--- src/rtl/core/wrt_pkg.sv ---
// ----------------------------------------------------------------------------
// wrt_pkg: shared types and constants of the watch range table
// Request and status codes, the queued item record and the default depth.
// ----------------------------------------------------------------------------
`default_nettype none

package wrt_pkg;

	localparam int unsigned WRT_ENTRIES = 16;
	localparam int unsigned ADDR_W      = 32;

	typedef enum logic [1:0] {
		OP_ADD    = 2'd0,
		OP_REMOVE = 2'd1,
		OP_LOOKUP = 2'd2,
		OP_CLEAR  = 2'd3
	} wrt_op_t;

	typedef enum logic [1:0] {
		STS_OK     = 2'd0,
		STS_FULL   = 2'd1,
		STS_DUP    = 2'd2,
		STS_ABSENT = 2'd3
	} wrt_status_t;

	// one classified item as it waits between front and back
	typedef struct packed {
		wrt_op_t             op;
		logic                scan;
		logic [ADDR_W-1:0]   addr;
		logic [ADDR_W-1:0]   size;
	} wrt_item_t;

endpackage

`default_nettype wire

--- src/rtl/core/wrt_req_if.sv ---
// ----------------------------------------------------------------------------
// wrt_req_if: request channel of the watch range table
// Valid/ready handshake carrying one request item.
// ----------------------------------------------------------------------------
`default_nettype none

interface wrt_req_if;
	logic        valid;
	logic        ready;
	logic [1:0]  req_type;
	logic [31:0] addr;
	logic [31:0] size_bytes;

	modport source (output valid, output req_type, output addr, output size_bytes,
		input ready);
	modport sink (input valid, input req_type, input addr, input size_bytes,
		output ready);
endinterface

`default_nettype wire

--- src/rtl/core/wrt_rsp_if.sv ---
// ----------------------------------------------------------------------------
// wrt_rsp_if: result channel of the watch range table
// Valid/ready handshake carrying one result item.
// ----------------------------------------------------------------------------
`default_nettype none

interface wrt_rsp_if;
	logic        valid;
	logic        ready;
	logic        hit;
	logic [31:0] match_start;
	logic [1:0]  status;

	modport source (output valid, output hit, output match_start, output status,
		input ready);
	modport sink (input valid, input hit, input match_start, input status,
		output ready);
endinterface

`default_nettype wire

--- src/rtl/core/wrt_ram.sv ---
// ----------------------------------------------------------------------------
// wrt_ram: generic single-write, single-read RAM
// One write port, one read port with registered read data.
// ----------------------------------------------------------------------------
`default_nettype none

module wrt_ram #(
	parameter int unsigned WIDTH = 8,
	parameter int unsigned DEPTH = 16,
	localparam int unsigned AW = (DEPTH > 1) ? $clog2(DEPTH) : 1
) (
	input  wire logic             clk,
	input  wire logic             we,
	input  wire logic [AW-1:0]    waddr,
	input  wire logic [WIDTH-1:0] wdata,
	input  wire logic [AW-1:0]    raddr,
	output logic      [WIDTH-1:0] rdata
);

	logic [WIDTH-1:0] mem_q [DEPTH];

	always_ff @(posedge clk) begin
		if (we) begin
			mem_q[waddr] <= wdata;
		end
		rdata <= mem_q[raddr];
	end

endmodule

`default_nettype wire

--- src/rtl/core/wrt_front.sv ---
// ----------------------------------------------------------------------------
// wrt_front: request intake of the watch range table
// Decodes each request and holds up to two items for the back end.
// ----------------------------------------------------------------------------
`default_nettype none

module wrt_front (
	input  wire logic       clk,
	input  wire logic       arst_n,
	wrt_req_if.sink         req,
	output logic            q_valid,
	output wrt_pkg::wrt_item_t q_item,
	input  wire logic       q_pop
);
	import wrt_pkg::*;

	localparam int unsigned QDEPTH = 2;
	localparam int unsigned PW     = $clog2(QDEPTH);

	wrt_item_t         slot_q [QDEPTH];
	logic [PW-1:0]     wr_ptr_q;
	logic [PW-1:0]     rd_ptr_q;
	logic [PW:0]       cnt_q;
	wrt_item_t         item_in;
	logic              push;

	// classify: clear needs no pass over the table
	always_comb begin
		item_in.op   = wrt_op_t'(req.req_type);
		item_in.addr = req.addr;
		item_in.size = req.size_bytes;
		unique case (item_in.op)
			OP_CLEAR: item_in.scan = 1'b0;
			default:  item_in.scan = 1'b1;
		endcase
	end

	assign req.ready = (cnt_q != (PW+1)'(QDEPTH));
	assign push      = req.valid && req.ready;
	assign q_valid   = (cnt_q != '0);
	assign q_item    = slot_q[rd_ptr_q];

	always_ff @(posedge clk) begin
		if (push) begin
			slot_q[wr_ptr_q] <= item_in;
		end
	end

	always_ff @(posedge clk or negedge arst_n) begin
		if (!arst_n) begin
			wr_ptr_q <= '0;
			rd_ptr_q <= '0;
			cnt_q    <= '0;
		end else begin
			if (push) begin
				wr_ptr_q <= wr_ptr_q + 1'b1;
			end
			if (q_pop) begin
				rd_ptr_q <= rd_ptr_q + 1'b1;
			end
			case ({push, q_pop})
				2'b10:   cnt_q <= cnt_q + 1'b1;
				2'b01:   cnt_q <= cnt_q - 1'b1;
				default: cnt_q <= cnt_q;
			endcase
		end
	end

endmodule

`default_nettype wire

--- src/rtl/core/wrt_back.sv ---
// ----------------------------------------------------------------------------
// wrt_back: table engine of the watch range table
// Scans the range RAM one entry per cycle, then updates and reports.
// ----------------------------------------------------------------------------
`default_nettype none

module wrt_back #(
	parameter int unsigned ENTRIES = wrt_pkg::WRT_ENTRIES
) (
	input  wire logic       clk,
	input  wire logic       arst_n,
	input  wire logic       q_valid,
	input  wire wrt_pkg::wrt_item_t q_item,
	output logic            q_pop,
	wrt_rsp_if.source       rsp
);
	import wrt_pkg::*;

	localparam int unsigned IDX_W = (ENTRIES > 1) ? $clog2(ENTRIES) : 1;

	typedef enum logic [3:0] {
		S_IDLE   = 4'b0001,
		S_SCAN   = 4'b0010,
		S_DRAIN  = 4'b0100,
		S_FINISH = 4'b1000
	} state_t;

	state_t                 state_q;
	wrt_item_t              cur_q;
	logic [ENTRIES-1:0]     valid_q;
	logic [IDX_W-1:0]       rd_idx_q;

	logic                   vld_s1;
	logic                   ent_vld_s1;
	logic [IDX_W-1:0]       idx_s1;

	logic                   found_q;
	logic [IDX_W-1:0]       found_idx_q;
	logic                   free_q;
	logic [IDX_W-1:0]       free_idx_q;
	logic                   hit_q;
	logic [ADDR_W-1:0]      match_q;

	logic                   out_vld_q;
	logic                   out_hit_q;
	logic [ADDR_W-1:0]      out_match_q;
	wrt_status_t            out_status_q;

	logic [2*ADDR_W-1:0]    rdata;
	logic [ADDR_W-1:0]      ent_start;
	logic [ADDR_W-1:0]      ent_len;
	logic [ADDR_W:0]        ent_end;
	logic                   in_range;
	logic                   can_finish;
	logic                   ram_we;
	wrt_status_t            fin_status;

	assign ent_start  = rdata[2*ADDR_W-1:ADDR_W];
	assign ent_len    = rdata[ADDR_W-1:0];
	assign ent_end    = {1'b0, ent_start} + {1'b0, ent_len};
	assign in_range   = (cur_q.addr >= ent_start) && ({1'b0, cur_q.addr} < ent_end);
	assign can_finish = !out_vld_q || rsp.ready;
	assign q_pop      = (state_q == S_IDLE) && q_valid;
	assign ram_we     = (state_q == S_FINISH) && can_finish && (cur_q.op == OP_ADD)
		&& !found_q && free_q;

	always_comb begin
		fin_status = STS_OK;
		unique case (cur_q.op)
			OP_ADD: begin
				if (found_q) begin
					fin_status = STS_DUP;
				end else if (!free_q) begin
					fin_status = STS_FULL;
				end
			end
			OP_REMOVE: begin
				if (!found_q) begin
					fin_status = STS_ABSENT;
				end
			end
			default: fin_status = STS_OK;
		endcase
	end

	wrt_ram #(
		.WIDTH (2*ADDR_W),
		.DEPTH (ENTRIES)
	) u_ram (
		.clk   (clk),
		.we    (ram_we),
		.waddr (free_idx_q),
		.wdata ({cur_q.addr, cur_q.size}),
		.raddr (rd_idx_q),
		.rdata (rdata)
	);

	assign rsp.valid       = out_vld_q;
	assign rsp.hit         = out_hit_q;
	assign rsp.match_start = out_match_q;
	assign rsp.status      = out_status_q;

	always_ff @(posedge clk) begin
		if (q_pop) begin
			cur_q <= q_item;
		end
		if ((state_q == S_FINISH) && can_finish) begin
			out_hit_q    <= (cur_q.op == OP_LOOKUP) && hit_q;
			out_match_q  <= (cur_q.op == OP_LOOKUP) ? match_q : '0;
			out_status_q <= fin_status;
		end
	end

	always_ff @(posedge clk or negedge arst_n) begin
		if (!arst_n) begin
			state_q     <= S_IDLE;
			valid_q     <= '0;
			rd_idx_q    <= '0;
			vld_s1      <= 1'b0;
			ent_vld_s1  <= 1'b0;
			idx_s1      <= '0;
			found_q     <= 1'b0;
			found_idx_q <= '0;
			free_q      <= 1'b0;
			free_idx_q  <= '0;
			hit_q       <= 1'b0;
			match_q     <= '0;
			out_vld_q   <= 1'b0;
		end else begin
			if (rsp.valid && rsp.ready) begin
				out_vld_q <= 1'b0;
			end

			// read pipeline: RAM data lines up with the _s1 flags
			vld_s1     <= (state_q == S_SCAN);
			ent_vld_s1 <= valid_q[rd_idx_q];
			idx_s1     <= rd_idx_q;

			if (vld_s1) begin
				if (ent_vld_s1) begin
					if (ent_start == cur_q.addr) begin
						found_q     <= 1'b1;
						found_idx_q <= idx_s1;
					end
					if (in_range && (!hit_q || (ent_start < match_q))) begin
						hit_q   <= 1'b1;
						match_q <= ent_start;
					end
				end else if (!free_q) begin
					free_q     <= 1'b1;
					free_idx_q <= idx_s1;
				end
			end

			unique case (state_q)
				S_IDLE: begin
					if (q_valid) begin
						found_q  <= 1'b0;
						free_q   <= 1'b0;
						hit_q    <= 1'b0;
						match_q  <= '0;
						rd_idx_q <= '0;
						state_q  <= q_item.scan ? S_SCAN : S_FINISH;
					end
				end
				S_SCAN: begin
					if (rd_idx_q == IDX_W'(ENTRIES-1)) begin
						state_q <= S_DRAIN;
					end else begin
						rd_idx_q <= rd_idx_q + 1'b1;
					end
				end
				S_DRAIN: begin
					state_q <= S_FINISH;
				end
				S_FINISH: begin
					// hold until the output register is free
					if (can_finish) begin
						out_vld_q <= 1'b1;
						state_q   <= S_IDLE;
						unique case (cur_q.op)
							OP_ADD: begin
								if (!found_q && free_q) begin
									valid_q[free_idx_q] <= 1'b1;
								end
							end
							OP_REMOVE: begin
								if (found_q) begin
									valid_q[found_idx_q] <= 1'b0;
								end
							end
							OP_CLEAR: valid_q <= '0;
							default: ;
						endcase
					end
				end
				default: state_q <= S_IDLE;
			endcase
		end
	end

endmodule

`default_nettype wire

--- src/rtl/core/watch_range_table.sv ---
// ----------------------------------------------------------------------------
// watch_range_table: table of watched address ranges keyed by start address
// Add, remove, lookup and clear requests, one result per request.
// ----------------------------------------------------------------------------
// Requests enter on req (valid/ready) and are decoded into a two-item queue;
// results leave on rsp (valid/ready), one per request, in request order.
// Add, remove and lookup pass over every slot of the range RAM, one slot a
// cycle through its single read port: the engine takes the request, reads
// every slot, drains the read pipeline and reports. Clear skips the pass
// and goes straight from take to report. The engine works on one request
// at a time; the queue accepts further requests while it is busy.
// Lookup reports the covering range with the smallest start, the end taken
// 33 bits wide so that a range never wraps.
// Reset empties the table (all slot valid bits cleared at once) and the
// queue; the block takes requests in the first cycle after reset.
// While rsp is stalled the finished result holds in the output register,
// the engine holds its next report, and req keeps accepting until the
// queue is full.
// ----------------------------------------------------------------------------
`default_nettype none

module watch_range_table #(
	parameter int unsigned ENTRIES = wrt_pkg::WRT_ENTRIES
) (
	input  wire logic clk,
	input  wire logic arst_n,
	wrt_req_if.sink   req,
	wrt_rsp_if.source rsp
);
	import wrt_pkg::*;

	logic      q_valid;
	logic      q_pop;
	wrt_item_t q_item;

	wrt_front u_front (
		.clk     (clk),
		.arst_n  (arst_n),
		.req     (req),
		.q_valid (q_valid),
		.q_item  (q_item),
		.q_pop   (q_pop)
	);

	wrt_back #(
		.ENTRIES (ENTRIES)
	) u_back (
		.clk     (clk),
		.arst_n  (arst_n),
		.q_valid (q_valid),
		.q_item  (q_item),
		.q_pop   (q_pop),
		.rsp     (rsp)
	);

endmodule

`default_nettype wire
--- src/flat_wrapper.sv ---
// flat-port wrapper written by rule: the top's interface ports become plain ports
module watch_range_table_flat import wrt_pkg::*;
#(
	parameter int unsigned ENTRIES = wrt_pkg::WRT_ENTRIES
)
  (clk, arst_n, req_valid, req_req_type, req_addr, req_size_bytes, req_ready, rsp_valid, rsp_hit, rsp_match_start, rsp_status, rsp_ready);
  wrt_req_if req_i ();
  wrt_rsp_if rsp_i ();
  input  wire logic clk;
  input  wire logic arst_n;
  input wire logic [$bits(req_i.valid)-1:0] req_valid;
  input wire logic [$bits(req_i.req_type)-1:0] req_req_type;
  input wire logic [$bits(req_i.addr)-1:0] req_addr;
  input wire logic [$bits(req_i.size_bytes)-1:0] req_size_bytes;
  output wire logic [$bits(req_i.ready)-1:0] req_ready;
  output wire logic [$bits(rsp_i.valid)-1:0] rsp_valid;
  output wire logic [$bits(rsp_i.hit)-1:0] rsp_hit;
  output wire logic [$bits(rsp_i.match_start)-1:0] rsp_match_start;
  output wire logic [$bits(rsp_i.status)-1:0] rsp_status;
  input wire logic [$bits(rsp_i.ready)-1:0] rsp_ready;
  assign req_i.valid = req_valid;
  assign req_i.req_type = req_req_type;
  assign req_i.addr = req_addr;
  assign req_i.size_bytes = req_size_bytes;
  assign req_ready = req_i.ready;
  assign rsp_valid = rsp_i.valid;
  assign rsp_hit = rsp_i.hit;
  assign rsp_match_start = rsp_i.match_start;
  assign rsp_status = rsp_i.status;
  assign rsp_i.ready = rsp_ready;
  watch_range_table #(.ENTRIES(ENTRIES)) u_core (.clk(clk), .arst_n(arst_n), .req(req_i), .rsp(rsp_i));
endmodule
--- config.mk ---
export PLATFORM = sky130hd
export DESIGN_NAME = watch_range_table_flat
export DESIGN_NICKNAME = d
export VERILOG_FILES = /design/src/rtl/core/wrt_pkg.sv /design/src/rtl/core/wrt_req_if.sv /design/src/rtl/core/wrt_rsp_if.sv /design/src/rtl/core/wrt_ram.sv /design/src/rtl/core/wrt_front.sv /design/src/rtl/core/wrt_back.sv /design/src/rtl/core/watch_range_table.sv /design/src/flat_wrapper.sv
export SDC_FILE = /design/constraint.sdc
export NUM_CORES = 1
export LEC_CHECK = 0
export BUFFER_PORTS_ARGS = -buffer_cell sky130_fd_sc_hd__buf_4
export CAP_MARGIN = 40
export CORE_UTILIZATION = 62
export CTS_CLUSTER_SIZE = 14
export DETAILED_ROUTE_END_ITERATION = 16
export PLACE_DENSITY = 0.81
export REMOVE_ABC_BUFFERS = 1
export SKIP_LAST_GASP = 1
export SYNTH_ARGS = -nofsm -noshare
export SYNTH_HDL_FRONTEND = slang
export SYNTH_SLANG_ARGS = --single-unit
--- constraint.sdc ---
create_clock -name clk -period 7.12 [get_ports clk]
set_clock_uncertainty 0.15 [all_clocks]
set_input_delay 0.712 -clock clk [delete_from_list [all_inputs] [get_ports clk]]
set_output_delay 0.712 -clock clk [all_outputs]
set_load 0.03 [all_outputs]
# Yosys cells after proc, flatten, opt, wreduce, memory -nomap -nowiden
# Memories as Yosys holds them, arrays and structs flattened. A register that Yosys moved wholly into a read port is not among the register bits.
# Index checks and enable logic that the tools add are counted.
[op_classes] n_shift=0 add_sub_neg=6 mul=0 n_reduce_logical=28 mux=49 div_mod_pow=0 n_lt_le_gt_ge=8 n_eq_ne=19 n_bitwise=5
[op_table] cell="$mux 32" count=5
[op_table] cell="$pmux 16 s3" count=1
[op_table] cell="$add 32x32->33" count=1
[op_table] cell="$lt 32x33->1" count=1
[op_table] cell="$eq 32x32->1" count=1
[op_table] cell="$ge 32x32->1" count=1
[op_table] cell="$lt 32x32->1" count=1
[op_table] cell="$mux 16" count=2
[op_table] cell="$mux 1" count=26
[op_table] cell="$mux 4" count=6
[op_table] cell="$and 16x16->16" count=1
[op_table] cell="$not 16->16" count=1
[op_table] cell="$or 16x16->16" count=1
[op_table] cell="$pmux 4 s4" count=1
[op_table] cell="$lt 4x5->1 const B" count=3
[op_table] cell="$logic_and 1x1->1" count=13
[op_table] cell="$reduce_and 3->1" count=4
[op_table] cell="$ne 2x2->1 const B" count=5
[op_table] cell="$demux 1 s4" count=2
[op_table] cell="$eq 2x2->1 const B" count=4
[op_table] cell="$eq 4x4->1 const B" count=2
[op_table] cell="$ge 4x1->1 const B" count=2
[op_table] cell="$pmux 2 s2" count=2
[op_table] cell="$pmux 4 s2" count=1
[op_table] cell="18 further kinds" count=28
[word_totals] romBits=0 input_bits=70 out_inout_bits=37 mem_count=2 register_bits=179 latchBits=0 ram_bits=1158
[memory_table] memory="u_core.u_back.u_ram.mem_q" words=16 word_bits=64 rd=1 rd_ports_with_merged_regs=1 write_ports=1 line_no="wrt_ram.sv:20" text="logic [WIDTH-1:0] mem_q [DEPTH];"
[memory_table] memory="u_core.u_front.slot_q" words=2 word_bits=67 rd=1 rd_ports_with_merged_regs=0 write_ports=1 line_no="wrt_front.sv:20" text="wrt_item_t slot_q [QDEPTH];"

# Depth between registers and ports, before layout
[logic_depth] word_depth=9 mapped_depth=20 ltp_nobuf=19

# Hierarchy
# From an unflattened synthesis, not the netlist that was laid out.
[hier_totals] hier_cells=2830 hier_area_um2=54962.7
[modules_own_cells] mod="wrt_ram" area_per_inst_um2=39581.7 cells_each=1647 seq_area_each_um2=32030.7 n_inst=1
[modules_own_cells] mod="wrt_back" area_per_inst_um2=10264.8 cells_each=957 seq_area_each_um2=4885.9 n_inst=1
[modules_own_cells] mod="wrt_front" area_per_inst_um2=5116.2 cells_each=226 seq_area_each_um2=4124.0 n_inst=1

# Worst setup path before layout
# Ideal clock, no wire load.
[synth_path] path_type="input-to-reg" startpoint="input port rsp_ready" endpoint="memory u_core.u_back.u_ram.mem_q[3][0] in the netlist's numbering (enable)" arrival_time_ps=5610 setup_ps=564 slack_ps=796 n_path_buf=0 cell_stages=5 path_cell_list="nand2b_1 -> nand2_1 -> nor2_1 -> nand3_1 -> nor3_1"
[synth_via] elab_chain_cells=7
[synth_lines] item="start, declared" line_no="flat_wrapper.sv:20" text="input wire logic [$bits(rsp_i.ready)-1:0] rsp_ready;"
[synth_lines] item="$logic_or 1x1->1" line_no="wrt_back.sv:62" text="assign can_finish = !out_vld_q || rsp.ready;"
[synth_lines] item="$logic_and 1x1->1 (2 in a row)" line_no="wrt_back.sv:64" text="assign ram_we = (state_q == S_FINISH) && can_finish && (cur_q.op == OP_ADD)"
[synth_lines] item="$logic_and 1x1->1 (2 in a row)" line_no="wrt_back.sv:65" text="&& !found_q && free_q;"
[synth_lines] item="$mux 1" line_no="wrt_ram.sv:23" text="if (we) begin"
[synth_lines] item="$mux 1 (not written as such)" line_no="wrt_ram.sv:24" text="mem_q[waddr] <= wdata;"
[synth_lines] item="end, declared" line_no="wrt_ram.sv:20"
# No other way between the ends.

# Final worst setup path
[layout_path] startpoint="register u_core.u_back.u_ram.rdata[32] (read register of u_core.u_back.u_ram.mem_q)" endpoint="register u_core.u_back.match_q[3]"
[layout_via] elab_chain_cells=9 word_cells_on_any_way=12 cone_classes="1 x add/sub; 3 x order compare; 5 x mux; 3 x reduce/logical"
[layout_lines] item="start, declared" line_no="wrt_ram.sv:17" text="output logic [WIDTH-1:0] rdata"
[layout_lines] item="$add 32x32->33" line_no="wrt_back.sv:60" text="assign ent_end = {1'b0, ent_start} + {1'b0, ent_len};"
[layout_lines] item="$lt 32x33->1" line_no="wrt_back.sv:61" text="assign in_range = (cur_q.addr >= ent_start) && ({1'b0, cur_q.addr} < ent_end);"
[layout_lines] item="$logic_and 1x1->1" line_no="wrt_back.sv:61"
[layout_lines] item="$logic_and 1x1->1 (*)" line_no="wrt_back.sv:145" text="if (in_range && (!hit_q || (ent_start < match_q))) begin"
[layout_lines] item="$mux 32 (*)" line_no="wrt_back.sv:145"
[layout_lines] item="$mux 32 (*)" line_no="wrt_back.sv:140" text="if (ent_vld_s1) begin"
[layout_lines] item="$mux 32 (*)" line_no="wrt_back.sv:139" text="if (vld_s1) begin"
[layout_lines] item="$mux 32" line_no="wrt_back.sv:157" text="if (q_valid) begin"
[layout_lines] item="$mux 32 (*)" line_no="wrt_back.sv:155" text="unique case (state_q)"
[layout_lines] item="end signal, assigned" line_no="wrt_back.sv:147" text="match_q <= ent_start;"
[layout_lines] item="end, declared" line_no="wrt_back.sv:42" text="logic [ADDR_W-1:0] match_q;"
# Mark *: on every way between the ends. The rest lies on a longest branch, timed or not.
# A chain may end at the register's enable or synchronous reset.

==> run_results.csv <==
group,metric,value,unit
status,status,"complete, no violations",
timing,layout_min_cycle_time,5320,ps
synthesis,ys_warn_count,0,
worst_setup_path,reg2reg_from,"u_core.u_back.u_ram.rdata[32]",
synthesis,synthArstFlopShare,5.57,%
clock_network,clockBufferDepth,3,
timing,max_slew_margin,34.5,%
global_route,grt_pass1_vias,29500,
global_route,track_usage,30.4,%
global_route,use_met3,5.13,%
global_route,gr-usage-met1,41.5,%
clock_network,cts_buffers,138,
synthesis,synth-edff-count,1259,
die,core-area,88400,µm²
timing,finalCritPeriodShare,74.7,%
global_route,overflow,0,
cells_and_area,area_delta_synth_final,14.2,%
die,die_y,300,µm
timing,slew_viol_final,0,
route,routed_wl,134000,µm
worst_setup_path,crit_chain,"ha_1, fa_1, a211oi_1, o211ai_1, nand2_1, o211ai_1, nor2_1, o21ai_0, o311a_1, ha_1, nand3_1, nand2_1, a211o_1, nor3_1, o2111a_1, o31a_2, nand3_1, a21oi_2",
route,drc,0,
clock_network,clockRootBuffer,"clkbuf_16",
synthesis,ys_seq_area_share,74.3,%
synthesis,synth_top_area_cell,"edfxtp_1",
flow_run,cap_viol_max_count,0,
clock_network,clkTransAtPathRegs,60,ps
global_route,busiest_layer,"met2",
cells_and_area,fillers,4956,
timing,hold_violations,0,
synthesis,syn_area_per_cell,20.2,µm²
placed_design,io_buffers,106,
die,fp-row-count,109,
route,wl_per_cell,31.3,µm
route,drt_iter0_drc,3541,
timing,worst_slew_pin_slew,982,ps
worst_setup_path,slowest_stage,"o31a_2",
route,vias,28800,
route,dr.pass1.iters,5,
cells_and_area,final_core_util,71.4,%
synthesis,ys.flop_type,"edfxtp_1",
global_route,grt_use_met2,50.1,%
die,start_util,62.5,%
synthesis,yosys.area.top_type_share,68.4,%
clock_network,cts_setup_buffers,0,
worst_setup_path,arrival,5830,ps
global_route,grt_max_degree,144,
worst_setup_path,crit_required,7620,ps
placed_design,hpwl,71900,µm
global_route,grt_pass1_wl,195000,µm
synthesis,synth.top_cells.by_count,"edfxtp_1 (1259), mux4_2 (325), ha_1 (128)",
worst_setup_path,regToRegSetupSlack,1800,ps
clock_network,cts_tree,"yes",
worst_setup_path,reg2regPathDepth,18,
power,ir_worst_vdd,0.797,mV
synthesis,yosys-top-cells-area,"edfxtp_1 (68%), mux4_2 (13%), dfrtp_1 (3.5%)",
placed_design,gp_congestion,0.943,
worst_setup_path,r2r-end,"u_core.u_back.match_q[3]",
die,pin_count,107,
worst_setup_path,cp-end-kind,"register",
worst_setup_path,slowest_delay,650,ps
placed_design,preCtsSetupSlack,1920,ps
synthesis,synth.most_common_cell,"edfxtp_1",
min_path,hold_class,"in2async",
cells_and_area,diodes,0,
worst_setup_path,path_max_fanout,32,
cells_and_area,fin_nets,3193,
die,die_x,300,µm
power,p_leak,20.9,nW
route,via_per_inst,6.74,
clock_network,clk_latency,740,ps
worst_setup_path,critPathLaunchType,"register",
timing,fmax,0.188,GHz
synthesis,synthesis.area,55200,µm²
timing,finalSetupViolCount,0,
power,cellPowerDensity,406,nW/µm²
clock_network,htree_levels,4,
route,ant_nets,0,
timing,setup_tns,0,ps
timing,timing.final.ws_setup,1800,ps
timing,rsz0062_at_grt,"false",
die,die_area,90300,µm²
worst_setup_path,critPathKind,"reg2reg",
synthesis,yosysUniqueCellTypes,68,
synthesis,syn_inst,2737,
global_route,antenna_found_initial,1,
synthesis,synth_seq_cells,1401,
clock_network,clkSinkCount,1401,
cells_and_area,drive_gt1_share,26.8,%
==> timing repair <==
| action | in CTS | in global routing |
|---|---|---|
| setup endpoints to repair | 0 | 0 |
| gates resized for setup | 0 | 0 |
| hold buffers | 67 | 0 |
| endpoints found under the hold margin | 150 | 0 |
==> area by class of cell <==
cell class	count	area [µm²]	share of cell area, %
timing repair buffer	231	2240	3.56
clock inverter	67	623	0.988
inverter	82	308	0.488
tap	1165	1460	2.31
multi-input combinational	1140	13600	21.5
sequential	1401	41100	65.1
clock buffer	184	3810	6.04
==> flip-flops by register name, indices dropped and copies added (netlist names), 2 cells and up <==
name                           flops
u_core.u_back.cur_q               66
u_core.u_back.match_q             32
u_core.u_front.slot_q            134
u_core.u_back.idx_s1               4
u_core.u_back.found_idx_q          4
u_core.u_back.u_ram.mem_q       1024
u_core.u_back.rd_idx_q             4
u_core.u_front.cnt_q               2
u_core.u_back.free_idx_q           4
u_core.u_back.valid_q             16
u_core.u_back.u_ram.rdata         64
u_core.u_back.rsp.status           2
u_core.u_back.rsp.match_start     32
u_core.u_back.state_q              4
==> cells by family (layout without fill, tap and decap cells) <==
| group | Yosys count | in the layout | synth area share [%] |
|---|---|---|---|
| fa+ha+maj | 129 | 129 | 2.94 |
| mux | 401 | 401 | 14.8 |
| simple gates | 266 | 266 | 2.49 |
| flops | 1401 | 1401 | 74.3 |
| xor+xnor | 35 | 35 | 0.555 |
| compound gates | 309 | 309 | 3.52 |
| buf+inv | 196 | 564 | 1.41 |
==> through the flow <==
step	power [mW]	area, µm²	hold slack [ps]	std cells
floorplan	17.4	54800	266	2623
global placement	18.1	57600	333	3937
detailed placement	18.4	58000	345	3952
CTS	25.7	63100	163	4270
global route	26.6	63100	202	4270
finish	25.6	63100	192	4270
==> report_power, final <==
| part | internal (mW) | switching [mW] |
|---|---|---|
| combinational | 2.99 | 3.43 |
| clock | 4.01 | 3.09 |
| sequential | 10.7 | 1.41 |
==> cells in the final DEF, fill, tap and decap left out, drive strengths merged, types with 4 or more instances in the layout <==
master / count
and4: 5
ha: 128
mux2: 74
a211oi: 7
dfrtp: 77
nor2: 45
a21o: 25
buf: 164
clkinv: 54
nand2b: 14
and2: 35
mux4: 325
edfxtp: 1259
a21oi: 134
a31o: 4
nand4: 18
nor2b: 14
xor2: 16
dlygate4sd3: 67
nand3: 51
o21a: 6
nand2: 44
dfxtp: 64
o21ai: 78
clkbuf: 184
inv: 86
xnor2: 19
bufinv: 6
o211ai: 9
a31oi: 14
and3: 8
nor3: 21
==> worst max-delay path, delay by kind of cell (launching register included) <==
kind	cells	cell delay, ps
adder cells (fa/ha/maj)	3	980
AND/OR/NAND/NOR	6	1040
flip-flops	1	340
AO/OA/AOI/OAI	9	2690
==> routing by layer <==
metal / share of wire, % / up-vias
li1: - / 11700
met1: 38 / 15000
met2: 50 / 1754
met3: 8.8 / 275
met4: 3.2 / 2
met5: 0.0090 / -
==> worst max-delay path by stage <==
stage                                   from                        end  depth (start not counted)  slack (ps)
3_5_place_dp   u_core.u_back.u_ram.rdata[32]  u_core.u_back.match_q[14]                         18        1920
3_3_place_gp   u_core.u_back.u_ram.rdata[32]   u_core.u_back.match_q[0]                         18        2060
4_1_cts        u_core.u_back.u_ram.rdata[32]   u_core.u_back.match_q[4]                         18        1840
5_1_grt        u_core.u_back.u_ram.rdata[32]   u_core.u_back.match_q[8]                         18        1440
6_report       u_core.u_back.u_ram.rdata[32]   u_core.u_back.match_q[3]                         18        1800
2_1_floorplan      u_core.u_back.rd_idx_q[0]  u_core.u_back.rd_idx_q[3]                          6       -4730
Power figures use the tool's default switching activity.
